File: src/hdl/drf_pkg.sv
// shared types and codes for the dedup ring fifo
// used by all hdl modules through scoped names; no dependencies
`timescale 1ns / 1ps

package drf_pkg;

  // default number of ring slots
  localparam int RING_SIZE_DEF = 1024;

  // request codes
  localparam logic [1:0] REQ_PUSH      = 2'd0;
  localparam logic [1:0] REQ_PUSH_ONCE = 2'd1;
  localparam logic [1:0] REQ_POP       = 2'd2;

  // result status codes
  localparam logic [1:0] ST_OK    = 2'd0;
  localparam logic [1:0] ST_FULL  = 2'd1;
  localparam logic [1:0] ST_EMPTY = 2'd2;

  // one ring entry
  typedef struct packed {
    logic [63:0] handler;
    logic [63:0] data;
  } pair_t;

endpackage

File: src/hdl/drf_match.sv
// shared pair comparator used by the compaction walk
// depends on drf_pkg for the entry type
`timescale 1ns / 1ps

module drf_match (
  input  drf_pkg::pair_t stored,
  input  drf_pkg::pair_t key,
  output logic           hit
);

  // both words must agree for a duplicate
  assign hit = (stored.handler == key.handler) && (stored.data == key.data);

endmodule

File: config.mk
export PLATFORM = sky130hd
export DESIGN_NAME = drf_match
export DESIGN_NICKNAME = d
export VERILOG_FILES = /design/src/hdl/drf_pkg.sv /design/src/hdl/drf_match.sv
export SDC_FILE = /design/constraint.sdc
export NUM_CORES = 1
export LEC_CHECK = 0
export BUFFER_PORTS_ARGS = -buffer_cell sky130_fd_sc_hd__clkbuf_2
export CORE_AREA = 2 2 101 103
export DETAILED_ROUTE_END_ITERATION = 10
export DIE_AREA = 0 0 103 105
export SLEW_MARGIN = 20
export SYNTH_ARGS = -nofsm -noshare
export SYNTH_HDL_FRONTEND = slang
export SYNTH_SLANG_ARGS = --single-unit
File: constraint.sdc
create_clock -name vclk -period 0.9
set_clock_uncertainty 0.2 [all_clocks]
set_input_delay 0.045 -clock vclk [all_inputs]
set_output_delay 0.045 -clock vclk [all_outputs]
set_load 0.1 [all_outputs]
Yosys cells after proc, flatten, opt, wreduce, memory -nomap -nowiden. Index checks and enable logic that the tools add are counted.

Equal/unequal tests: 2. Reductions and logical operators: 1.

Operators with widths (count): == test 64 bit (2); logical AND 1 bit (1).

Bits in registers: 0. Input bits: 256. Output and inout port bits: 1. Word-level logic and storage cells: 3.

Depth between registers and ports, before layout. Gate-level depths: netlist of the first run.

Depth in word-level cells: 2. Gate-level depth with buffers: 5.

Worst setup path before layout of the first run. Ideal clock, no wire load.

Path type: input to output. Start: input port key[21] (netlist name). End: output port hit. Arrival: 1.923 ns. Required time: 0.655 ns. Slack: -1.268 ns. Cell stages on the path: 5. Cell sequence: xnor2_1 > nand4_1 > nor4_1 > nand4_1 > nor2_1.

Word-level cells in the longest chain between the ends: 2.

Ends and longest elaborated chain: start, declared (line drf_match.sv:7) `input drf_pkg::pair_t key,`; == test 64 bit (line drf_match.sv:12) `assign hit = (stored.handler == key.handler) && (stored.data == key.data);`; logical AND 1 bit (line drf_match.sv:12); end, declared (line drf_match.sv:8) `output logic hit`.

No other way between the ends.

Final worst setup path of the first run.
Start: input port stored[59] (netlist name). End: output port hit.

Word-level cells in the longest chain between the ends: 2.

Ends and longest elaborated chain: start, declared (line drf_match.sv:6) `input drf_pkg::pair_t stored,`; == test 64 bit (line drf_match.sv:12); logical AND 1 bit (line drf_match.sv:12).

No other way between the ends.

==> results_dict.tcl, run 1 <==
set metrics [dict create \
    outcome "finished with violations" \
    violations "setup timing" \
    cp-start-kind "input pin" \
    syn_area_per_cell_sq_um 8.15 \
    setup.worst_path.class "in -> out" \
    gp_congestion 0.794 \
    rows 36 \
    grt_max_degree 2 \
    total_leakage_power_nw 1.47 \
    tns_ns -0.861 \
    wl_per_cell_um 12.6 \
    crit_path_end_kind "primary output" \
    fin_crit_ns 1.76 \
    final_cell_count_no_fill 566 \
    syn-cell-area_sq_mm 0.00139 \
    placedCellCount 566 \
    syn_nets 427 \
    slew_violations 0 \
    io_buffers 257 \
    core-area_sq_mm 0.00964 \
    synth_xor_xnor_area_share_pct 80.4 \
    drtIter0Drc 15 \
    seq_area_sq_um 0 \
    die-area_sq_mm 0.0108 \
    seq_cells 0 \
    avgViaCountPerCell 3.91 \
    slew_headroom_pct 78.6 \
    start_util_pct 14.5 \
    drt_pass1_iterations 3 \
    finalHoldViolCount 0 \
    drive_above_1_share_pct 64.4 \
    power.density_mw_per_mm2 436 \
    cp_data_arrival_time_ns 1.52 \
    diodes 0 \
    die_h_um 105 \
    overflow 0 \
    setup_viol 1 \
    ios 257 \
    required_ns 0.65 \
    synth_cells 171 \
    worstMarginPinSlew_ns 0.318 \
    fin_ws_ns -0.861 \
    final_nets 691 \
    antenna_found_initial 2 \
    hold_buffers 0 \
    hp-class "in -> out" \
    yosysSeqAreaShare_pct 0 \
    first_global_vias 2276 \
    nFillCells 1085 \
    post-route-period-util_pct 196 \
    synthSimpleGateAreaFrac_pct 19.6 \
    rsz0062_at_grt "true" \
    worstPathMaxFanout 1 \
    grt_pass1_wl_um 9770 \
    maxCapViolations 0 \
    drc 0 \
    synthMuxAreaShare_pct 0 \
    max_freq_mhz 568 \
    drtAntennaViolNets 0 \
    n_clock_buffer 0 \
    die_x_um 103 \
    vias 2214 \
    dp_slack_ns -1.05 \
    syn2layout_area_growth_pct 118 \
    synth_cell_types 5 \
    hold_depth 7 \
    multiInputGateArea_sq_mm 0.00152 \
    yosys_warnings 0 \
    peakVddDrop_uv 180 \
    synth_top_family_by_area "XOR/XNOR gates" \
    wirelength_um 7110 \
    grt.total_usage_pct 11.5 \
    dp_hpwl_um 6970 \
    yosys.area_share.adder_pct 0 \
    synth_compound_area_share_pct 0 \
]
[layout by cell type (no fill, tap or decap)]
cell,n
clkbuf_2,253
xnor2_1,116
nand4_1,34
xnor2_2,12
buf_4,5
nor4_1,4
nor4_2,3
buf_6,3
nor4_4,1
nor2_4,1
buf_12,1
[cells in the mapped netlist (all sizes together)]
cell type	count	area share, %
nor2	1	0.27
xnor2	128	80
nand4	34	15
nor4	8	4.0
[cell families after synthesis]
family and Yosys count:
XOR/XNOR 128, AND/OR/NAND/NOR 43
[metrics by stage]
step | hold slack, ns | area [sq um] | power [W] | util [%]
after floorplan | 0.261 | 1470 | 0.000572 | -
after global placement | 0.475 | 2970 | 0.00129 | 30.9
after detailed placement | 0.475 | 2970 | 0.00131 | 30.9
after CTS | 0.491 | 2990 | 0.00132 | 31.0
after global routing | 0.531 | 3040 | 0.00145 | 31.6
final | 0.470 | 3040 | 0.00133 | 31.6
[worst max-delay path: stages]
cell     delay (ns)
buf_6          0.10
xnor2_2        0.17
nand4_1        0.17
nor4_4         0.31
buf_4          0.15
nand4_1        0.20
nor2_4         0.19
buf_12         0.18
[final timing paths]
check | start | endpoint | slack (ns)
worst max-delay path | stored[59] | hit | -0.86
worst min-delay path | stored[31] | hit | 0.47
[per-layer routing]
layer	vias to the layer above	share of wire (%)	GRT usage, %
met5	-	0.32	0
li1	1121	-	-
met4	4	0.028	0
met1	935	33	11.0
met3	4	12	2.47
met2	150	55	24.9
[what timing repair did]
item | 4_1_cts | 5_1_grt
setup buffers | 0 | 0
pin swaps | 3 | 8
setup endpoints to repair | 1 | 1
resized for setup | 2 | 9
[layout make-up]
| class | instances | area share [%] |
|---|---|---|
| repair buffers | 262 | 44.6 |
| well taps | 133 | 5.47 |
| multi-input cells | 171 | 49.9 |
[power breakdown]
part           leakage [nW]  total [W]  internal [W]  switching [W]
logic                  1.47    0.00133      0.000836       0.000492
registers                 0          0             0              0
clock network             0          0             0              0
(Power assumes the default switching activity.)
==> run 2, diff against run 1 <==
Settings changed: CORE_AREA 2 2 101 103 to 2 2 98 100, DIE_AREA 0 0 103 105 to 0 0 100 102.
Clock period 0.9 ns to 2.02 ns, I/O delays scaled along.
==> results_dict.tcl, run 2 (same netlist as run 1, synthesis figures left out) <==
set metrics [dict create \
    fin_util_pct 31.2 \
    dp_hpwl_um 6230 \
    ios 257 \
    setup.worst_path.class "in -> out" \
    grt.total_usage_pct 10.8 \
    antenna_found_initial 0 \
    fin_crit_ns 1.85 \
    vias 2126 \
    start_util_pct 15.3 \
    io_buffers 257 \
    seq_cells 0 \
    post-route-period-util_pct 91.7 \
    final_nets 686 \
    cp-start-kind "input pin" \
    finalHoldViolCount 0 \
    layout_commonest_cell "clkbuf_2" \
    tns_ns 0 \
    total_leakage_power_nw 1.36 \
    gp_congestion 0.901 \
    outcome "completed" \
    hp-class "in -> out" \
    nFillCells 986 \
    holdWs_ns 0.556 \
    p_int_w 0.000355 \
    final_cell_mix "256 x clkbuf_2, 127 x xnor2_1, 34 x nand4_1" \
    first_global_vias 2168 \
    drtIter0Drc 10 \
    drc 0 \
    setup_viol 0 \
    seqPwrFrac_pct 0 \
    grt_max_degree 2 \
    overflow 0 \
    maxCapViolations 0 \
    slew_headroom_pct 65.2 \
    worstPathMaxFanout 1 \
    drive_above_1_share_pct 60.7 \
    power.density_mw_per_mm2 197 \
    rsz0062_at_grt "false" \
    syn2layout_area_growth_pct 104 \
    pwr-share-comb_pct 100.0 \
    clkPwrFrac_pct 0 \
    max_freq_mhz 540 \
    seq_area_sq_um 0 \
    final_cell_count_no_fill 539 \
    place_area_sq_mm 0.00284 \
    required_ns 1.72 \
    sw_frac_of_total_pct 36.6 \
    drtAntennaViolNets 0 \
    final_cell_area_sq_mm 0.00284 \
    grt_pass1_wl_um 8870 \
    diodes 0 \
    cp_data_arrival_time_ns 1.55 \
    post_cts_buffers 0 \
    rows 35 \
    wirelength_um 6240 \
    peakVddDrop_uv 76.9 \
    worstMarginPinSlew_ns 0.517 \
    drt_pass1_iterations 3 \
    die_x_um 100 \
    die_h_um 102 \
    die-area_sq_mm 0.0102 \
    slew_violations 0 \
    placedCellCount 539 \
    n_clock_buffer 0 \
    wl_per_cell_um 11.6 \
    avgViaCountPerCell 3.94 \
    crit_path_end_kind "primary output" \
    p_switching_w 0.000205 \
    core-area_sq_mm 0.00911 \
]
-- run 2: changes by cell type in the layout (fill, tap and decap cells not counted), moves of 3 or more --
cell      change
buf_6         -3
xnor2_1      +11
buf_4         -5
nor4_1        +3
clkbuf_2      +3
xnor2_2      -11
-- run 2: worst paths after layout --
check,start,endpoint,slack [ns],cells past startpoint
max,key[105],hit,0.17,7
min,stored[66],hit,0.56,7
-- run 2: final cells by class --
class,count,area [sq um],share of cell area (%)
Timing Repair Buffer,257,1300,45.8
Tap cell,111,139,4.88
Multi-Input combinational cell,171,1400,49.4
-- run 2: power groups by stage --
stage / clock network (W) / registers [W] / logic [W]
3_5_place_dp: 0 / 0 / 0.000565
2_1_floorplan: 0 / 0 / 0.000243
4_1_cts: 0 / 0 / 0.000569
3_3_place_gp: 0 / 0 / 0.000557
5_1_grt: 0 / 0 / 0.000616
6_report: 0 / 0 / 0.000560
-- run 2: through the flow --
stage	setup slack (ns)	power, W
2_1_floorplan	0.179	0.000243
3_3_place_gp	0.0559	0.000557
3_5_place_dp	0.0848	0.000565
4_1_cts	0.0848	0.000569
5_1_grt	0.0304	0.000616
6_report	0.167	0.000560
-- run 2: metal layers --
metal | vias up | track usage (%) | share of wire, %
met5 | - | 0 | 0
met4 | 0 | 0.948 | 0.86
met3 | 4 | 1.37 | 11
met2 | 150 | 23.5 | 54
met1 | 861 | 11.0 | 35
li1 | 1111 | - | -
-- run 2: worst max-delay path, cell delays in order --
cell      delay (ns)
clkbuf_2        0.09
xnor2_1         0.20
nand4_1         0.12
nor4_1          0.51
nand4_1         0.18
nor2_2          0.16
buf_12          0.19
-- run 2: repair_timing --
| item | 4_1_cts | 5_1_grt |
|---|---|---|
| resized for setup | 0 | 1 |
| setup endpoints to repair | 0 | 1 |
| hold buffers | 0 | 0 |
| endpoints found under the hold margin | 0 | 0 |
