$ cat src/hdl/drf_pkg.sv
// shared types and codes for the dedup ring fifo
// used by all hdl modules through scoped names; no dependencies
`timescale 1ns / 1ps

package drf_pkg;

  // default number of ring slots
  localparam int RING_SIZE_DEF = 1024;

  // request codes
  localparam logic [1:0] REQ_PUSH      = 2'd0;
  localparam logic [1:0] REQ_PUSH_ONCE = 2'd1;
  localparam logic [1:0] REQ_POP       = 2'd2;

  // result status codes
  localparam logic [1:0] ST_OK    = 2'd0;
  localparam logic [1:0] ST_FULL  = 2'd1;
  localparam logic [1:0] ST_EMPTY = 2'd2;

  // one ring entry
  typedef struct packed {
    logic [63:0] handler;
    logic [63:0] data;
  } pair_t;

endpackage

$ cat src/hdl/drf_seq.sv
// request sequencer: pointers, compaction walk, append, pop and result register
// depends on drf_pkg; drives drf_ring_mem and reads drf_match
`timescale 1ns / 1ps

module drf_seq #(
  parameter int RING_SIZE = drf_pkg::RING_SIZE_DEF,
  localparam int PTR_W = $clog2(RING_SIZE)
) (
  input  logic             clk,
  input  logic             rst,
  // request channel
  input  logic             in_valid,
  output logic             in_ready,
  input  logic [1:0]       req_type,
  input  logic [63:0]      handler_id,
  input  logic [63:0]      data_word,
  // result channel
  output logic             out_valid,
  input  logic             out_ready,
  output logic [1:0]       status,
  output logic [63:0]      out_handler,
  output logic [63:0]      out_data,
  output logic             now_empty,
  // ring storage
  output logic             mem_we,
  output logic [PTR_W-1:0] mem_waddr,
  output drf_pkg::pair_t   mem_wdata,
  output logic [PTR_W-1:0] mem_raddr,
  input  drf_pkg::pair_t   mem_rdata,
  // comparator
  output drf_pkg::pair_t   cmp_key,
  input  logic             cmp_hit
);

  localparam logic [PTR_W-1:0] LAST = PTR_W'(RING_SIZE - 1);

  typedef enum logic [2:0] {
    S_IDLE,
    S_SCAN_RD,
    S_SCAN_CMP,
    S_APPEND,
    S_POP,
    S_NOP,
    S_WAIT_OUT
  } state_t;

  function automatic logic [PTR_W-1:0] ring_next(input logic [PTR_W-1:0] p);
    return (p == LAST) ? '0 : p + 1'b1;
  endfunction

  state_t           state, state_next;
  logic [PTR_W-1:0] head, head_next;
  logic [PTR_W-1:0] tail, tail_next;
  logic [PTR_W-1:0] rd, rd_next;
  logic [PTR_W-1:0] wr, wr_next;
  drf_pkg::pair_t   key;

  // finished result before it reaches the output register
  logic             done;
  logic [1:0]       res_status;
  drf_pkg::pair_t   res_pair;
  logic             res_empty;

  // result parked while the output register is occupied
  logic [1:0]       hold_status;
  drf_pkg::pair_t   hold_pair;
  logic             hold_empty;

  logic             slot_free;
  logic [PTR_W-1:0] head_inc;

  assign in_ready  = (state == S_IDLE);
  assign slot_free = !out_valid || out_ready;
  assign cmp_key   = key;
  assign head_inc  = ring_next(head);

  // next-state and storage access
  always_comb begin
    state_next = state;
    head_next  = head;
    tail_next  = tail;
    rd_next    = rd;
    wr_next    = wr;
    mem_we     = 1'b0;
    mem_waddr  = wr;
    mem_wdata  = mem_rdata;
    mem_raddr  = tail;
    done       = 1'b0;
    res_status = drf_pkg::ST_OK;
    res_pair   = '0;
    case (state)
      S_IDLE: begin
        // read at tail ahead of a possible pop
        mem_raddr = tail;
        rd_next   = tail;
        wr_next   = tail;
        if (in_valid) begin
          case (req_type)
            drf_pkg::REQ_PUSH:      state_next = S_APPEND;
            drf_pkg::REQ_PUSH_ONCE: state_next = S_SCAN_RD;
            drf_pkg::REQ_POP:       state_next = S_POP;
            default:                state_next = S_NOP;
          endcase
        end
      end
      S_SCAN_RD: begin
        if (rd == head) begin
          head_next  = wr;
          state_next = S_APPEND;
        end else begin
          mem_raddr  = rd;
          state_next = S_SCAN_CMP;
        end
      end
      S_SCAN_CMP: begin
        // keep entries that differ, moving them down over removed ones
        if (!cmp_hit) begin
          if (rd != wr) begin
            mem_we    = 1'b1;
            mem_waddr = wr;
            mem_wdata = mem_rdata;
          end
          wr_next = ring_next(wr);
        end
        rd_next    = ring_next(rd);
        state_next = S_SCAN_RD;
      end
      S_APPEND: begin
        done = 1'b1;
        if (head_inc == tail) begin
          res_status = drf_pkg::ST_FULL;
        end else begin
          mem_we    = 1'b1;
          mem_waddr = head;
          mem_wdata = key;
          head_next = head_inc;
        end
      end
      S_POP: begin
        done = 1'b1;
        if (head == tail) begin
          res_status = drf_pkg::ST_EMPTY;
        end else begin
          res_pair  = mem_rdata;
          tail_next = ring_next(tail);
        end
      end
      S_NOP: begin
        done = 1'b1;
      end
      S_WAIT_OUT: begin
        if (slot_free) begin
          state_next = S_IDLE;
        end
      end
      default: begin
        state_next = S_IDLE;
      end
    endcase
    if (done) begin
      state_next = slot_free ? S_IDLE : S_WAIT_OUT;
    end
  end

  assign res_empty = (head_next == tail_next);

  // state, pointers, request latch and result register
  always_ff @(posedge clk) begin
    if (rst) begin
      state     <= S_IDLE;
      head      <= '0;
      tail      <= '0;
      out_valid <= 1'b0;
    end else begin
      state <= state_next;
      head  <= head_next;
      tail  <= tail_next;
      if (done && slot_free) begin
        out_valid   <= 1'b1;
        status      <= res_status;
        out_handler <= res_pair.handler;
        out_data    <= res_pair.data;
        now_empty   <= res_empty;
      end else if (done) begin
        hold_status <= res_status;
        hold_pair   <= res_pair;
        hold_empty  <= res_empty;
      end else if (state == S_WAIT_OUT && slot_free) begin
        out_valid   <= 1'b1;
        status      <= hold_status;
        out_handler <= hold_pair.handler;
        out_data    <= hold_pair.data;
        now_empty   <= hold_empty;
      end else if (out_valid && out_ready) begin
        out_valid <= 1'b0;
      end
    end
    rd <= rd_next;
    wr <= wr_next;
    if (state == S_IDLE && in_valid) begin
      key.handler <= handler_id;
      key.data    <= data_word;
    end
  end

endmodule

$ cat config.mk
export PLATFORM = sky130hd
export DESIGN_NAME = drf_seq
export DESIGN_NICKNAME = d
export VERILOG_FILES = /design/src/hdl/drf_pkg.sv /design/src/hdl/drf_seq.sv
export SDC_FILE = /design/constraint.sdc
export NUM_CORES = 1
export LEC_CHECK = 0
export BUFFER_PORTS_ARGS = -buffer_cell sky130_fd_sc_hd__buf_2
export CAP_MARGIN = 20
export CORE_AREA = 4 4 257 259
export DETAILED_ROUTE_END_ITERATION = 7
export DIE_AREA = 0 0 261 263
export SETUP_SLACK_MARGIN = 0.3
export SYNTH_ARGS = -nofsm -noshare
export SYNTH_HDL_FRONTEND = slang
export SYNTH_SLANG_ARGS = --single-unit
$ cat constraint.sdc
create_clock -name clk -period 12.8 [get_ports clk]
set_clock_uncertainty 0.1 [all_clocks]
set_input_delay 0 -clock clk [delete_from_list [all_inputs] [get_ports clk]]
set_output_delay 0 -clock clk [all_outputs]
set_load 0.1 [all_outputs]
# Yosys cells after proc, flatten, opt, wreduce, memory -nomap -nowiden
# Index checks and enable logic that the tools add are counted.
# W data, S select, Z words.
# classes
n_addsub	4
eq_ne	22
n_mux	51
bitwise	2
n_reduce_logical	17
# ops
cell	n
$mux W128	4
$mux W64	6
$mux W10	13
$pmux W10 S2	3
$add A10 B1 Y10 const B	4
$eq A10 B10 Y1	4
$eq A10 B10 Y1 const B	4
$pmux W3 S5	1
$mux W1	13
$mux W3	4
$ne A10 B10 Y1	1
$eq A3 B3 Y1 const B	3
$pmux W3 S3	1
$reduce_and A3 Y1	3
$mux W2	4
$eq A3 B2 Y1 const B	2
$logic_and A1 B1 Y1	4
$ne A2 B1 Y1 const B	2
$pmux W2 S2	1
$reduce_and A2 Y1	2
$reduce_bool A2 Y1	2
$eq A3 B1 Y1 const B	1
$logic_not A3 Y1	1
$ne A3 B2 Y1 const B	1
other kinds (11)	12
# word_totals
regBits	434

# Longest topological paths before layout
# Gate-level depths: netlist of the first run.
# depth
depth_word	7
mapped_depth	15

# Worst setup path after synthesis of the first run
# No wires, ideal clock.
# synth_path
path_type	register to register
from	register state[1]
to	register now_empty (enable)
setup_time_ns	0.782
arrival_ns	10.274
required_time_ns	11.918
slack_ns	1.643
stages_incl_launch_ff	7
synth_period_minus_slack_ns	11.157
path_cell_list	dfxtp_1 > clkbuf_1 > clkbuf_1 > clkbuf_1 > nand2_1 > xor2_1 > nor3_1
# synth_between
elab_chain_len	6
word_cells_on_any_way	11
classes_between	eq/ne: 5; mux: 1; reduce/logical: 5
# synth_lines
item	line	source
start: declaration	drf_seq.sv:51	state_t state, state_next;
start signal: assignment	drf_seq.sv:175	state <= state_next;
$eq A3 B3 Y1 or $eq A3 B2 Y1 (tied branches)	drf_seq.sv:91	case (state)
$reduce_or A3 Y1 (no line)	n/a	
$mux W1	drf_seq.sv:91	
$logic_and A1 B1 Y1	drf_seq.sv:178	if (done && slot_free) begin
$ne A2 B1 Y1 (no line) or $reduce_bool A2 Y1 (tied branches)	n/a	
$reduce_and A3 Y1 (no line) *	n/a	
end signal: assignment	drf_seq.sv:183	now_empty <= res_empty;
end signal: assignment	drf_seq.sv:193	now_empty <= hold_empty;
end: declaration	drf_seq.sv:23	output logic now_empty,
# Every way passes the cells marked *; elsewhere a longest branch is shown, timed or not.
# A chain may end at the register's enable or synchronous reset.

==> results of run 1 <==
## cell families after synthesis
| kind of cell | synth area share |
|---|---|
| buf+inv | 0.02440 |
| flops | 0.6479 |
| simple gates | 0.1715 |
| mux | 0.08136 |
| compound gates | 0.04575 |
| xor+xnor | 0.02655 |
| fa+ha+maj | 0.002535 |
## metrics by stage
stage	cells	instance area [um^2]	utilization	power [mW]	hold slack, ns
global placement	3074	23950	0.3750	2.941	0.07691
floorplan	1630	19750	-	2.695	-0.001131
detailed placement	3075	23980	0.3754	2.948	0.07810
global route	3475	28680	0.4490	4.578	0.003800
CTS	3473	28650	0.4485	4.464	0.00006384
finish	3476	28690	0.4490	4.425	0.03144
## worst reg2reg max path: stages (launching register included)
cell and delay [ns]:
sky130_fd_sc_hd__dfxtp_1 0.58, sky130_fd_sc_hd__ha_1 0.50, sky130_fd_sc_hd__nand3_4 0.18, sky130_fd_sc_hd__or3_1 0.54, sky130_fd_sc_hd__or3_1 0.36, sky130_fd_sc_hd__a22oi_2 0.18, sky130_fd_sc_hd__and4_1 0.44, sky130_fd_sc_hd__nand2_1 0.23
sky130_fd_sc_hd__nand2_4 0.53, sky130_fd_sc_hd__buf_4 0.87, sky130_fd_sc_hd__a31oi_1 0.34, sky130_fd_sc_hd__a21oi_1 0.16
## layer usage
| layer | vias up | global-route usage | share of wire | wire length, um |
|---|---|---|---|---|
| met5 | - | 0 | 0 | 0 |
| met1 | 8114 | 0.2551 | 0.40 | 29390 |
| met4 | 0 | 0.09048 | 0.045 | 3337 |
| li1 | 7694 | - | - | - |
| met3 | 188 | 0.05031 | 0.086 | 6403 |
| met2 | 862 | 0.3388 | 0.47 | 35020 |
## power by group
part	total (mW)	switching [mW]	leakage, nW	internal, mW
registers	1.74	0.0773	3.90	1.66
logic	1.27	0.986	6.98	0.282
clock network	1.42	0.595	0.781	0.827
## worst min path at each step
stage / cells after the start / slack [ns] / end
finish: 2 / 0.03 / cmp_key[19]
global route: 2 / 0.004 / cmp_key[89]
CTS: 2 / 0.00006 / cmp_key[87]
detailed placement: 1 / 0.08 / cmp_key[123]
global placement: 1 / 0.08 / cmp_key[83]
floorplan: 0 / -0.001 / cmp_key[0]
## sequential cells by signal, indices dropped and copies added (netlist names), 2 cells and up
signal	count
hold_status	2
state	3
hold_pair	128
rd	10
head	10
wr	10
cmp_key	128
status	2
tail	10
out_data	64
out_handler	64
## cell usage after synthesis, types with 3 or more instances
cell,count,area (um^2)
sky130_fd_sc_hd__dfxtp_1,24,480.5
sky130_fd_sc_hd__o221ai_1,4,35.03
sky130_fd_sc_hd__o31ai_1,8,60.06
sky130_fd_sc_hd__nor2_1,42,157.7
sky130_fd_sc_hd__and4_1,5,43.79
sky130_fd_sc_hd__edfxtp_1,410,12310
sky130_fd_sc_hd__and3_1,15,93.84
sky130_fd_sc_hd__a221oi_1,3,26.28
sky130_fd_sc_hd__a21oi_1,24,120.1
sky130_fd_sc_hd__nor2b_1,10,62.56
sky130_fd_sc_hd__a31oi_1,8,50.05
sky130_fd_sc_hd__buf_2,22,110.1
sky130_fd_sc_hd__a32oi_1,3,26.28
sky130_fd_sc_hd__and2_1,135,844.6
sky130_fd_sc_hd__nor3b_1,3,22.52
sky130_fd_sc_hd__nand4_1,9,56.30
sky130_fd_sc_hd__ha_1,4,50.05
sky130_fd_sc_hd__clkbuf_1,73,274.0
sky130_fd_sc_hd__xor2_1,12,105.1
sky130_fd_sc_hd__mux2i_1,3,30.03
sky130_fd_sc_hd__o21ai_0,37,185.2
sky130_fd_sc_hd__nor3_1,18,90.09
sky130_fd_sc_hd__o211ai_1,7,52.55
sky130_fd_sc_hd__nand2_1,456,1712
sky130_fd_sc_hd__or3_1,6,37.54
sky130_fd_sc_hd__buf_4,5,37.54
sky130_fd_sc_hd__nand3_1,23,115.1
sky130_fd_sc_hd__buf_1,4,15.01
sky130_fd_sc_hd__nor4_1,9,56.30
sky130_fd_sc_hd__a211oi_1,6,45.04
sky130_fd_sc_hd__xnor2_1,46,402.9
sky130_fd_sc_hd__inv_1,10,37.54
sky130_fd_sc_hd__mux2_2,140,1577
## area by class of cell
cell class / instances / area [um^2] / share of cell area
multi-input combinational: 1080 / 6525 / 0.2275
inverter: 12 / 45.04 / 0.001570
antenna: 2 / 5.005 / 0.0001745
tap: 855 / 1070 / 0.03729
timing repair buffer: 1003 / 6659 / 0.2321
clock buffer: 58 / 1260 / 0.04392
sequential: 434 / 12790 / 0.4459
clock inverter: 32 / 330.3 / 0.01151
## layout by cell type (no fill, tap or decap), types with 10 or more instances in the layout
cell type,n
sky130_fd_sc_hd__mux2_2,140
sky130_fd_sc_hd__xnor2_1,46
sky130_fd_sc_hd__nor2b_1,10
sky130_fd_sc_hd__a21oi_1,24
sky130_fd_sc_hd__clkinv_1,12
sky130_fd_sc_hd__edfxtp_1,410
sky130_fd_sc_hd__buf_2,672
sky130_fd_sc_hd__inv_1,10
sky130_fd_sc_hd__xor2_1,12
sky130_fd_sc_hd__clkinv_2,10
sky130_fd_sc_hd__nor3_1,16
sky130_fd_sc_hd__and3_1,15
sky130_fd_sc_hd__buf_4,21
sky130_fd_sc_hd__nand2_1,455
sky130_fd_sc_hd__nor2_1,42
sky130_fd_sc_hd__o21ai_0,37
sky130_fd_sc_hd__dlygate4sd3_1,308
sky130_fd_sc_hd__nand3_1,23
sky130_fd_sc_hd__dfxtp_1,24
sky130_fd_sc_hd__and2_1,134
sky130_fd_sc_hd__clkbuf_16,49
==> run summary, run 1 <==
GLOBAL ROUTE
----------------------------------------------------------------------------------
Antenna violations before repair ....................................            1
Vias in the first global route ......................................       17.31k
Aggregate global routing overflow ...................................            0
Combined global-route utilization of all metal layers ...............       0.2051
Pin count of the biggest net entering global routing ................           85
Wire length of the first global-routing pass ........................    108300 um

CLOCK TREE
----------------------------------------------------------------------------------
TritonCTS clock tree ................................................        built
Largest buffer count on any clock path ..............................            3
Number of H-tree levels .............................................            2
Buffer type at the clock tree root .................................. sky130_fd_sc_hd__clkbuf_16
Num CTS Buffers .....................................................           49
Setup fix buffers added after clock tree synthesis ..................            0
Post-CTS resize count ...............................................            0
Post-cts hold buffer count ..........................................          308
Clock sinks .........................................................          434
Clock transition at path regs .......................................      0.06 ns
Clock latency on the worst-skew pair ................................      0.59 ns

WORST SETUP PATH
----------------------------------------------------------------------------------
End of the worst register-to-register path ..........................      head[8]
Element type at the critical path end ...............................   output pin
Biggest cell delay along the critical path ..........................      0.79 ns
Slowest-stage cell, CP .............................................. sky130_fd_sc_hd__buf_4
Ordered list of cells on the worst path ............................. ha_1 -> nand3_4 -> or3_1 -> or3_1 -> a22oi_2 -> and4_1 -> nand2_1 -> nand2_4 -> buf_4 -> nand2_1 -> nand2_1 -> buf_2
Worst EP arrival ....................................................      5.89 ns
Number of cell instances on the worst register-to-register path .....           11
Delay-heaviest family, CP ........................................... simple AND/OR/NAND/NOR gates
Critical path launch point type .....................................     register
Logic depth of the worst path, buffers included .....................           12
Critical path launch point ..........................................      head[1]
Critical-path maximum fanout ........................................           84
Required time reported for the critical path endpoint ...............     12.70 ns
Startpoint of the worst-slack reg-to-reg timing path ................      head[1]
Internal reg-to-reg setup slack .....................................      7.71 ns
Capture point of the worst path ..................................... mem_wdata[77]
WP buf/inv ..........................................................            2
Critical path class .................................................      reg2out
Dominant cell type by count on the critical path .................... sky130_fd_sc_hd__nand2_1

STA
----------------------------------------------------------------------------------
Fin crit share ......................................................       0.4682
Period minus WS final ...............................................     5.993 ns
Worst slew margin relative to its limit .............................       0.2643
Actual slew at the worst max-slew pin ...............................     1.100 ns
Setup repair after global routing missed its margin .................           no
Number of setup violations in the final report ......................            0
Total count of max-transition violations in the final report ........            0
Final setup slack of the worst path .................................     6.807 ns
Sum of negative setup slack .........................................         0 ns
Maximum frequency from static timing analysis .......................    166.9 MHz
Final hold violation count ..........................................            0

YOSYS
----------------------------------------------------------------------------------
Dominant register cell in the synthesized netlist ................... sky130_fd_sc_hd__edfxtp_1
Mean area per synthesized cell ......................................   12.11 um^2
Number of cells produced by synthesis ...............................         1630
Synthesized area ....................................................   19750 um^2
Number of synthesized register bits .................................          434
Number of enable-type register cells in the synthesized netlist .....          410
Number of nets in the synthesized netlist ...........................         1897
Async S/R FF share, synth ...........................................            0
Synth warn ..........................................................            0
Unique cell type count in the Yosys netlist .........................           70
Proportion of synthesized chip area in sequential cells .............       0.6479

PLACE
----------------------------------------------------------------------------------
Worst slack, placed .................................................     7.552 ns
Number of input and output port buffers inserted ....................          672
GPL Wtd Cong ........................................................       0.9467
DP Wirelength .......................................................     51690 um

PWR
----------------------------------------------------------------------------------
Power Density ....................................................... 154.3 nW/um^2
Static Leakage ......................................................     11.66 nW
IR Drop Worst-Case VDD ..............................................     143.7 uV

DETAILED ROUTING
----------------------------------------------------------------------------------
Overall via count from detail_route .................................       16.86k
Avg Vias per Cell ...................................................        4.850
Total wire length after detailed routing ............................     74150 um
Number of antenna-violating nets in the routed design ...............            0
Wire length per cell after detailed routing .........................     21.33 um
First-pass detailed-route iteration total ...........................            7
Drt initial violations ..............................................         1437
Remaining design rule violation count ...............................            0

FLOORPLANNING
----------------------------------------------------------------------------------
Die area ............................................................   68640 um^2
Vertical extent of the die ..........................................       263 um
Core region area ....................................................   63880 um^2
Top-level I/O count .................................................          673
Die Wd ..............................................................       261 um
Initial cell density of the core ....................................       0.3091
Number of rows created at floorplan .................................           93

FINAL LAYOUT
----------------------------------------------------------------------------------
Number of nets in the final layout ..................................         2847
FILL cells ..........................................................         5762
Synthesis-to-layout area growth .....................................       45.28%
Share of final-layout standard cells stronger than drive strength 1 .       0.3528

STATUS
----------------------------------------------------------------------------------
Status .............................................................. complete, no violations

RUN
----------------------------------------------------------------------------------
Max capacitance violation total .....................................            0

MIN PATH
----------------------------------------------------------------------------------
Startpoint of the worst hold path ................................... data_word[19]
Tightest Hold Check Type ............................................       in2reg

No activity file was read; power rests on OpenSTA's default activity.
==> inputs of run 2 (changes only) <==
--- a/config.mk
+++ b/config.mk
@@ -5,6 +5,7 @@
 export SDC_FILE = /design/constraint.sdc
 export NUM_CORES = 1
 export LEC_CHECK = 0
+export ABC_AREA = 1
 export BUFFER_PORTS_ARGS = -buffer_cell sky130_fd_sc_hd__buf_2
 export CAP_MARGIN = 20
 export CORE_AREA = 4 4 257 259
==> constraint.sdc (replaced) <==
create_clock -name clk -period 5.6 [get_ports clk]
set_clock_uncertainty 0.1 [all_clocks]
set_input_delay 0 -clock clk [delete_from_list [all_inputs] [get_ports clk]]
set_output_delay 0 -clock clk [all_outputs]
set_load 0.1 [all_outputs]
==> run 2 against run 1 <==
  * Hold slack gained 0.0068 ns
  * Largest power group is now combinational logic
  * Largest cell class unchanged
  * Die area is the same
  * Synthesized cell count grew 24%
  * Count of clock-buffer cells in the layout grew 3
  * Via count grew 5.4%
  * Register-to-register slack lost 5.7 ns
  * First-iteration DRC count shrank 8.1%
  * Cell count grew 10%
  * Combinational power grew to 4.1 times the previous value
  * Global-route usage shrank 1.0 points
  * Critical path type unchanged
==> run summary, run 2 <==
DETAILED ROUTING
----------------------------------------------------------------------------------
Avg Vias per Cell ...................................................        4.632
Overall via count from detail_route .................................       17.77k
Total wire length after detailed routing ............................     71160 um
Number of antenna-violating nets in the routed design ...............            0
First-pass detailed-route iteration total ...........................            5
Remaining design rule violation count ...............................            0
Wire length per cell after detailed routing .........................     18.55 um
Drt initial violations ..............................................         1320

GLOBAL ROUTE
----------------------------------------------------------------------------------
GRT met2 Usage ......................................................       0.3297
Wire length of the first global-routing pass ........................    104600 um
Vias in the first global route ......................................       17.22k
Combined global-route utilization of all metal layers ...............       0.1951
Pin count of the biggest net entering global routing ................          141
Antenna violations before repair ....................................            7
Met3 capacity usage during global routing ...........................      0.04233
GRT busiest layer ...................................................         met2
Aggregate global routing overflow ...................................            0
GR Layer Usage met1 .................................................       0.2412

CLOCK TREE
----------------------------------------------------------------------------------
Largest buffer count on any clock path ..............................            3
Setup fix buffers added after clock tree synthesis ..................            0
Clock transition at path regs .......................................      0.06 ns
Post-cts hold buffer count ..........................................          290
Num CTS Buffers .....................................................           48
Clock latency on the worst-skew pair ................................      0.56 ns
Clock sinks .........................................................          434
TritonCTS clock tree ................................................        built
Number of H-tree levels .............................................            2
Buffer type at the clock tree root .................................. sky130_fd_sc_hd__clkbuf_16
Post-CTS resize count ...............................................            0

PLACE
----------------------------------------------------------------------------------
DP Cell Count .......................................................         3460
Worst slack, placed .................................................     1.886 ns
GPL Wtd Cong ........................................................       0.9159
DP Wirelength .......................................................     48130 um
Number of input and output port buffers inserted ....................          672

STA
----------------------------------------------------------------------------------
Actual slew at the worst max-slew pin ...............................     1.041 ns
Final hold violation count ..........................................            0
Number of setup violations in the final report ......................            0
Maximum frequency from static timing analysis .......................    223.3 MHz
Sum of negative setup slack .........................................         0 ns
Setup repair after global routing missed its margin .................           no
Total count of max-transition violations in the final report ........            0
Worst slew margin relative to its limit .............................       0.2878
Fin crit share ......................................................       0.7997
Period minus WS final ...............................................     4.479 ns
Final setup slack of the worst path .................................     1.121 ns

YOSYS
----------------------------------------------------------------------------------
Number of enable-type register cells in the synthesized netlist .....          410
Synth cell count leaders ............................................ sky130_fd_sc_hd__nand2_1 (587), sky130_fd_sc_hd__edfxtp_1 (410), sky130_fd_sc_hd__nor2_1 (310), sky130_fd_sc_hd__inv_1 (215), sky130_fd_sc_hd__a21oi_1 (147)
Leading cell type by number of instances after synthesis ............ sky130_fd_sc_hd__nand2_1
Number of nets in the synthesized netlist ...........................         2281
Dominant register cell in the synthesized netlist ................... sky130_fd_sc_hd__edfxtp_1
Leading post-synthesis cells by cell area ........................... sky130_fd_sc_hd__edfxtp_1 (63%), sky130_fd_sc_hd__nand2_1 (11%), sky130_fd_sc_hd__nor2_1 (5.9%), sky130_fd_sc_hd__inv_1 (4.1%), sky130_fd_sc_hd__a21oi_1 (3.7%)
Proportion of synthesized chip area in sequential cells .............       0.6513
Number of cells produced by synthesis ...............................         2014
Fraction of post-synthesis cell area in the top cell type by area ...       0.6268
Synth warn ..........................................................            0
Number of synthesized register bits .................................          434
Synthesized area ....................................................   19640 um^2
Cell accounting for the most synthesized area ....................... sky130_fd_sc_hd__edfxtp_1
Async S/R FF share, synth ...........................................            0
Mean area per synthesized cell ......................................   9.752 um^2
Unique cell type count in the Yosys netlist .........................           42

WORST SETUP PATH
----------------------------------------------------------------------------------
Delay-heaviest family, CP ........................................... simple AND/OR/NAND/NOR gates
Worst EP arrival ....................................................      4.38 ns
Logic depth of the worst path, buffers included .....................           15
WP buf/inv ..........................................................            2
Slowest-stage cell, CP .............................................. sky130_fd_sc_hd__nand2_8
Critical path launch point type .....................................     register
Number of cell instances on the worst register-to-register path .....           19
Critical-path maximum fanout ........................................          140
Biggest cell delay along the critical path ..........................      0.58 ns
Ordered list of cells on the worst path ............................. ha_1 -> nand2_2 -> nor2_4 -> nand3_4 -> nand2_2 -> nand2_2 -> nand2_1 -> nand3_2 -> nor2_4 -> nand3_4 -> nand2_8 -> buf_12 -> nor2_1 -> a21oi_1 -> buf_2
Dominant cell type by count on the critical path .................... sky130_fd_sc_hd__nand2_2
Element type at the critical path end ...............................   output pin
Critical path class .................................................      reg2out
Required time reported for the critical path endpoint ...............      5.50 ns

FLOORPLANNING
----------------------------------------------------------------------------------
Number of rows created at floorplan .................................           93
Vertical extent of the die ..........................................       263 um
Die area ............................................................   68640 um^2
Die Wd ..............................................................       261 um
Initial cell density of the core ....................................       0.3075
Core region area ....................................................   63880 um^2
Top-level I/O count .................................................          673

FINAL LAYOUT
----------------------------------------------------------------------------------
Commonest non-fill, non-tap cell in the layout ...................... sky130_fd_sc_hd__buf_2
Share of final-layout standard cells stronger than drive strength 1 .       0.2665
Flip-flop and latch area ............................................   12790 um^2
Most frequent cells in the layout ................................... sky130_fd_sc_hd__buf_2 (672), sky130_fd_sc_hd__nand2_1 (587), sky130_fd_sc_hd__edfxtp_1 (410)
FILL cells ..........................................................         5956
Util after Layout ...................................................       0.4431
Post-route insts no fill ............................................         3836
Area of combinational cells with multiple inputs ....................    5625 um^2
Synthesis-to-layout area growth .....................................       44.11%
Number of nets in the final layout ..................................         3213

RUN
----------------------------------------------------------------------------------
Max capacitance violation total .....................................            0

PWR
----------------------------------------------------------------------------------
Power Density ....................................................... 450.0 nW/um^2
Static Leakage ......................................................     12.68 nW
IR Drop Worst-Case VDD ..............................................     387.9 uV

MIN PATH
----------------------------------------------------------------------------------
Hold Path Cell Cnt ..................................................            2
Tightest Hold Check Type ............................................       in2reg

STATUS
----------------------------------------------------------------------------------
Status .............................................................. complete, no violations

## run 2: where the power goes
group	switching, mW	internal, mW
combinational	4.32	0.876
clock	1.29	1.83
sequential	0.294	4.13
## run 2: final timing paths
check,startpoint,end,slack [ns]
worst max register to register,head[1],now_empty,2.02
worst min-delay path,handler_id[14],cmp_key[78],0.04
worst min register to register,hold_pair[45],out_data[45],0.40
worst max-delay path,head[1],mem_wdata[75],1.12
## run 2: cell type report
class,instances,share of cell area
Sequential cell,434,0.4520
Timing Repair Buffer,974,0.2281
Multi-Input combinational cell,1267,0.1987
Clock buffer,61,0.04487
Tap cell,855,0.03780
Inverter,221,0.02948
Clock inverter,22,0.008885
Antenna cell,2,0.0001768
## run 2: metrics by stage
step           hold WS, ns  power, mW  instance area (um^2)
2_1_floorplan     -0.03093      8.448                 19670
3_3_place_gp       0.07602      9.484                 23870
3_5_place_dp       0.07815      9.506                 23870
4_1_cts          0.0002461      12.84                 28290
5_1_grt           0.007697      13.26                 28300
6_report           0.03828      12.74                 28300
## run 2: cell families after synthesis
| kind of cell | Yosys count | synth area share |
|---|---|---|
| compound gates | 224 | 0.05943 |
| xor+xnor | 25 | 0.01115 |
| fa+ha+maj | 4 | 0.002548 |
| buf+inv | 313 | 0.06491 |
| flops | 434 | 0.6513 |
| simple gates | 1014 | 0.2107 |
## run 2: routing by layer
metal / part of all wire / wire [um]
met1: 0.39 / 27930
met2: 0.48 / 34070
met3: 0.081 / 5750
met4: 0.048 / 3385
met5: 0.00027 / 19
==> inputs of run 3 (changes only) <==
--- a/config.mk
+++ b/config.mk
@@ -8,9 +8,9 @@
 export ABC_AREA = 1
 export BUFFER_PORTS_ARGS = -buffer_cell sky130_fd_sc_hd__buf_2
 export CAP_MARGIN = 20
-export CORE_AREA = 4 4 257 259
+export CORE_AREA = 4 4 260 262
 export DETAILED_ROUTE_END_ITERATION = 7
-export DIE_AREA = 0 0 261 263
+export DIE_AREA = 0 0 264 266
 export SETUP_SLACK_MARGIN = 0.3
 export SYNTH_ARGS = -nofsm -noshare
 export SYNTH_HDL_FRONTEND = slang
==> constraint.sdc (replaced) <==
create_clock -name clk -period 3.8 [get_ports clk]
set_clock_uncertainty 0.1 [all_clocks]
set_input_delay 0 -clock clk [delete_from_list [all_inputs] [get_ports clk]]
set_output_delay 0 -clock clk [all_outputs]
set_load 0.1 [all_outputs]
==> run 3 against run 2 <==
  * Via count rose by 1.8%
  * Die area up 2.3%
  * Sequential cell count stayed put
  * Sequential share of layout area fell by 2.2 points
  * Hold slack got worse by 0.0039 ns
  * Critical path depth unchanged
  * Largest cell class unchanged
  * Clock power up 51%
  * Power is 51% higher
  * Global-route usage rose by 0.078 points
  * Cell count rose by 1.5%
  * Routed wire length is 4.7% higher
  * Highest routed layer unchanged
==> run summary, run 3 (synthesis gave the netlist of run 2 again) <==
STATUS
----------------------------------------------------------------------------------
Status .............................................................. complete, no violations

GLOBAL ROUTE
----------------------------------------------------------------------------------
Wire length of the first global-routing pass ........................    107900 um
Vias in the first global route ......................................       17.66k
Antenna violations before repair ....................................            1
Pin count of the biggest net entering global routing ................          133
Aggregate global routing overflow ...................................            0
Combined global-route utilization of all metal layers ...............       0.1959

WORST SETUP PATH
----------------------------------------------------------------------------------
Element type at the critical path end ...............................   output pin
Number of cell instances on the worst register-to-register path .....           16
Internal reg-to-reg setup slack .....................................      0.67 ns
Worst EP arrival ....................................................      3.26 ns
Critical path class .................................................      reg2out
Critical path launch point type .....................................     register
Startpoint of the worst-slack reg-to-reg timing path ................      tail[4]
End of the worst register-to-register path ..........................    now_empty
Critical-path maximum fanout ........................................           20
Required time reported for the critical path endpoint ...............      3.70 ns

FINAL LAYOUT
----------------------------------------------------------------------------------
Share of final-layout standard cells stronger than drive strength 1 .       0.2903
Number of nets in the final layout ..................................         3258
Util after Layout ...................................................       0.4554
FILL cells ..........................................................         5994
Most frequent cells in the layout ................................... sky130_fd_sc_hd__nand2_1 (587), sky130_fd_sc_hd__buf_2 (561), sky130_fd_sc_hd__edfxtp_1 (410)
Commonest non-fill, non-tap cell in the layout ...................... sky130_fd_sc_hd__nand2_1
Synthesis-to-layout area growth .....................................       51.62%
Area of combinational cells with multiple inputs ....................    5768 um^2
Ant diodes ..........................................................            0
Flip-flop and latch area ............................................   12810 um^2

PLACE
----------------------------------------------------------------------------------
Worst slack, placed .................................................    0.5841 ns
DP Wirelength .......................................................     50570 um
Number of input and output port buffers inserted ....................          672
GPL Wtd Cong ........................................................       0.9433

STA
----------------------------------------------------------------------------------
Maximum frequency from static timing analysis .......................    298.0 MHz
Setup repair after global routing missed its margin .................          yes
Final setup slack of the worst path .................................    0.4442 ns
Sum of negative setup slack .........................................         0 ns
Worst slew margin relative to its limit .............................       0.4542
Number of setup violations in the final report ......................            0
Actual slew at the worst max-slew pin ...............................    0.7980 ns
Total count of max-transition violations in the final report ........            0
Period minus WS final ...............................................     3.356 ns
Worst hold slack after final layout .................................   0.03435 ns
Final hold violation count ..........................................            0
Fin crit share ......................................................       0.8831

FLOORPLANNING
----------------------------------------------------------------------------------
Vertical extent of the die ..........................................       266 um
Die area ............................................................   70220 um^2
Core region area ....................................................   65390 um^2
Die Wd ..............................................................       264 um
Number of rows created at floorplan .................................           94
Initial cell density of the core ....................................       0.3004
Top-level I/O count .................................................          673

PWR
----------------------------------------------------------------------------------
Power Density ....................................................... 645.2 nW/um^2
IR Drop Worst-Case VDD ..............................................     520.0 uV
Comb pwr share ......................................................        0.416
Switching portion of total power ....................................       0.4607
Part of the power in the clock network ..............................        0.245
Switching component of the power ....................................     8.853 mW
Cell internal pwr ...................................................     10.36 mW
Power share of the sequential group .................................        0.338
Static Leakage ......................................................     13.24 nW

DETAILED ROUTING
----------------------------------------------------------------------------------
Total wire length after detailed routing ............................     74480 um
First-pass detailed-route iteration total ...........................            6
Remaining design rule violation count ...............................            0
Overall via count from detail_route .................................       18.09k
Drt initial violations ..............................................         1493
Avg Vias per Cell ...................................................        4.648
Number of antenna-violating nets in the routed design ...............            0
Wire length per cell after detailed routing .........................     19.14 um

CLOCK TREE
----------------------------------------------------------------------------------
Number of H-tree levels .............................................            2
Clock transition at path regs .......................................      0.06 ns
Clock latency on the worst-skew pair ................................      0.57 ns
Clock sinks .........................................................          434
TritonCTS clock tree ................................................        built
Buffer type at the clock tree root .................................. sky130_fd_sc_hd__clkbuf_16
Largest buffer count on any clock path ..............................            3
Num CTS Buffers .....................................................           49

MIN PATH
----------------------------------------------------------------------------------
Startpoint of the worst hold path ................................... handler_id[33]
Hold Path Cell Cnt ..................................................            2
Tightest Hold Check Type ............................................       in2reg
WHS Endpoint ........................................................  cmp_key[97]

RUN
----------------------------------------------------------------------------------
Max capacitance violation total .....................................            0

-- run 3: worst max-delay path, cell delays in order (launching register included) --
cell and delay [ns]:
sky130_fd_sc_hd__dfxtp_4 0.38, sky130_fd_sc_hd__ha_1 0.19, sky130_fd_sc_hd__nand2_2 0.12, sky130_fd_sc_hd__nor2_4 0.15
sky130_fd_sc_hd__nand3_4 0.15, sky130_fd_sc_hd__nand3_1 0.13, sky130_fd_sc_hd__nand2_1 0.10, sky130_fd_sc_hd__nand3_2 0.11
sky130_fd_sc_hd__nor2_4 0.05, sky130_fd_sc_hd__nand3_4 0.11, sky130_fd_sc_hd__nand2_8 0.11, sky130_fd_sc_hd__buf_4 0.18
sky130_fd_sc_hd__clkbuf_16 0.19, sky130_fd_sc_hd__clkbuf_16 0.20, sky130_fd_sc_hd__a21oi_1 0.23, sky130_fd_sc_hd__buf_6 0.26
-- run 3: final cells by class --
class / count / area share
sequential: 434 / 0.4302
timing repair buffer: 1018 / 0.2585
multi-input combinational: 1267 / 0.1937
clock buffer: 59 / 0.04315
tap: 864 / 0.03630
inverter: 221 / 0.02802
clock inverter: 29 / 0.01021
-- run 3: worst max-delay path by stage --
stage	start	end	slack [ns]	cells after the start
3_3_place_gp	head[1]	mem_wdata[91]	0.65	16
6_report	head[0]	mem_wdata[84]	0.44	15
2_1_floorplan	out_valid	hold_empty	-0.72	4
4_1_cts	head[1]	mem_wdata[39]	0.25	16
3_5_place_dp	head[1]	mem_wdata[91]	0.58	16
5_1_grt	head[1]	mem_wdata[16]	0.24	15
-- run 3: per-stage QoR --
step | cell area [um^2] | power (mW) | instances
floorplan | 19720 | 12.48 | 2014
global placement | 24480 | 14.14 | 3500
detailed placement | 24480 | 14.18 | 3500
CTS | 29420 | 19.28 | 3885
global route | 29780 | 20.02 | 3892
finish | 29780 | 19.22 | 3892
-- run 3: repair_timing --
item,4_1_cts,5_1_grt
pin swaps,1,3
endpoints found under the hold margin,455,0
resized for setup,130,71
hold buffers,295,0
endpoints found under the setup margin,133,143
gates cloned,0,3
setup buffers,2,4
-- run 3: routing by layer --
metal  vias up  track usage  routed length, um
met1      8509       0.2514              29720
met2       838       0.3300              36100
met5         -            0                 13
met4         2      0.06982               2947
li1       8569            -                  -
met3       173      0.04128               5692
-- run 3: power by group through the flow --
stage	logic, mW	clock network [mW]	registers [mW]
floorplan	3.19	0	9.29
global placement	7.58	0	6.57
detailed placement	7.60	0	6.57
CTS	7.94	4.86	6.48
global route	8.41	5.07	6.54
finish	8.00	4.71	6.50
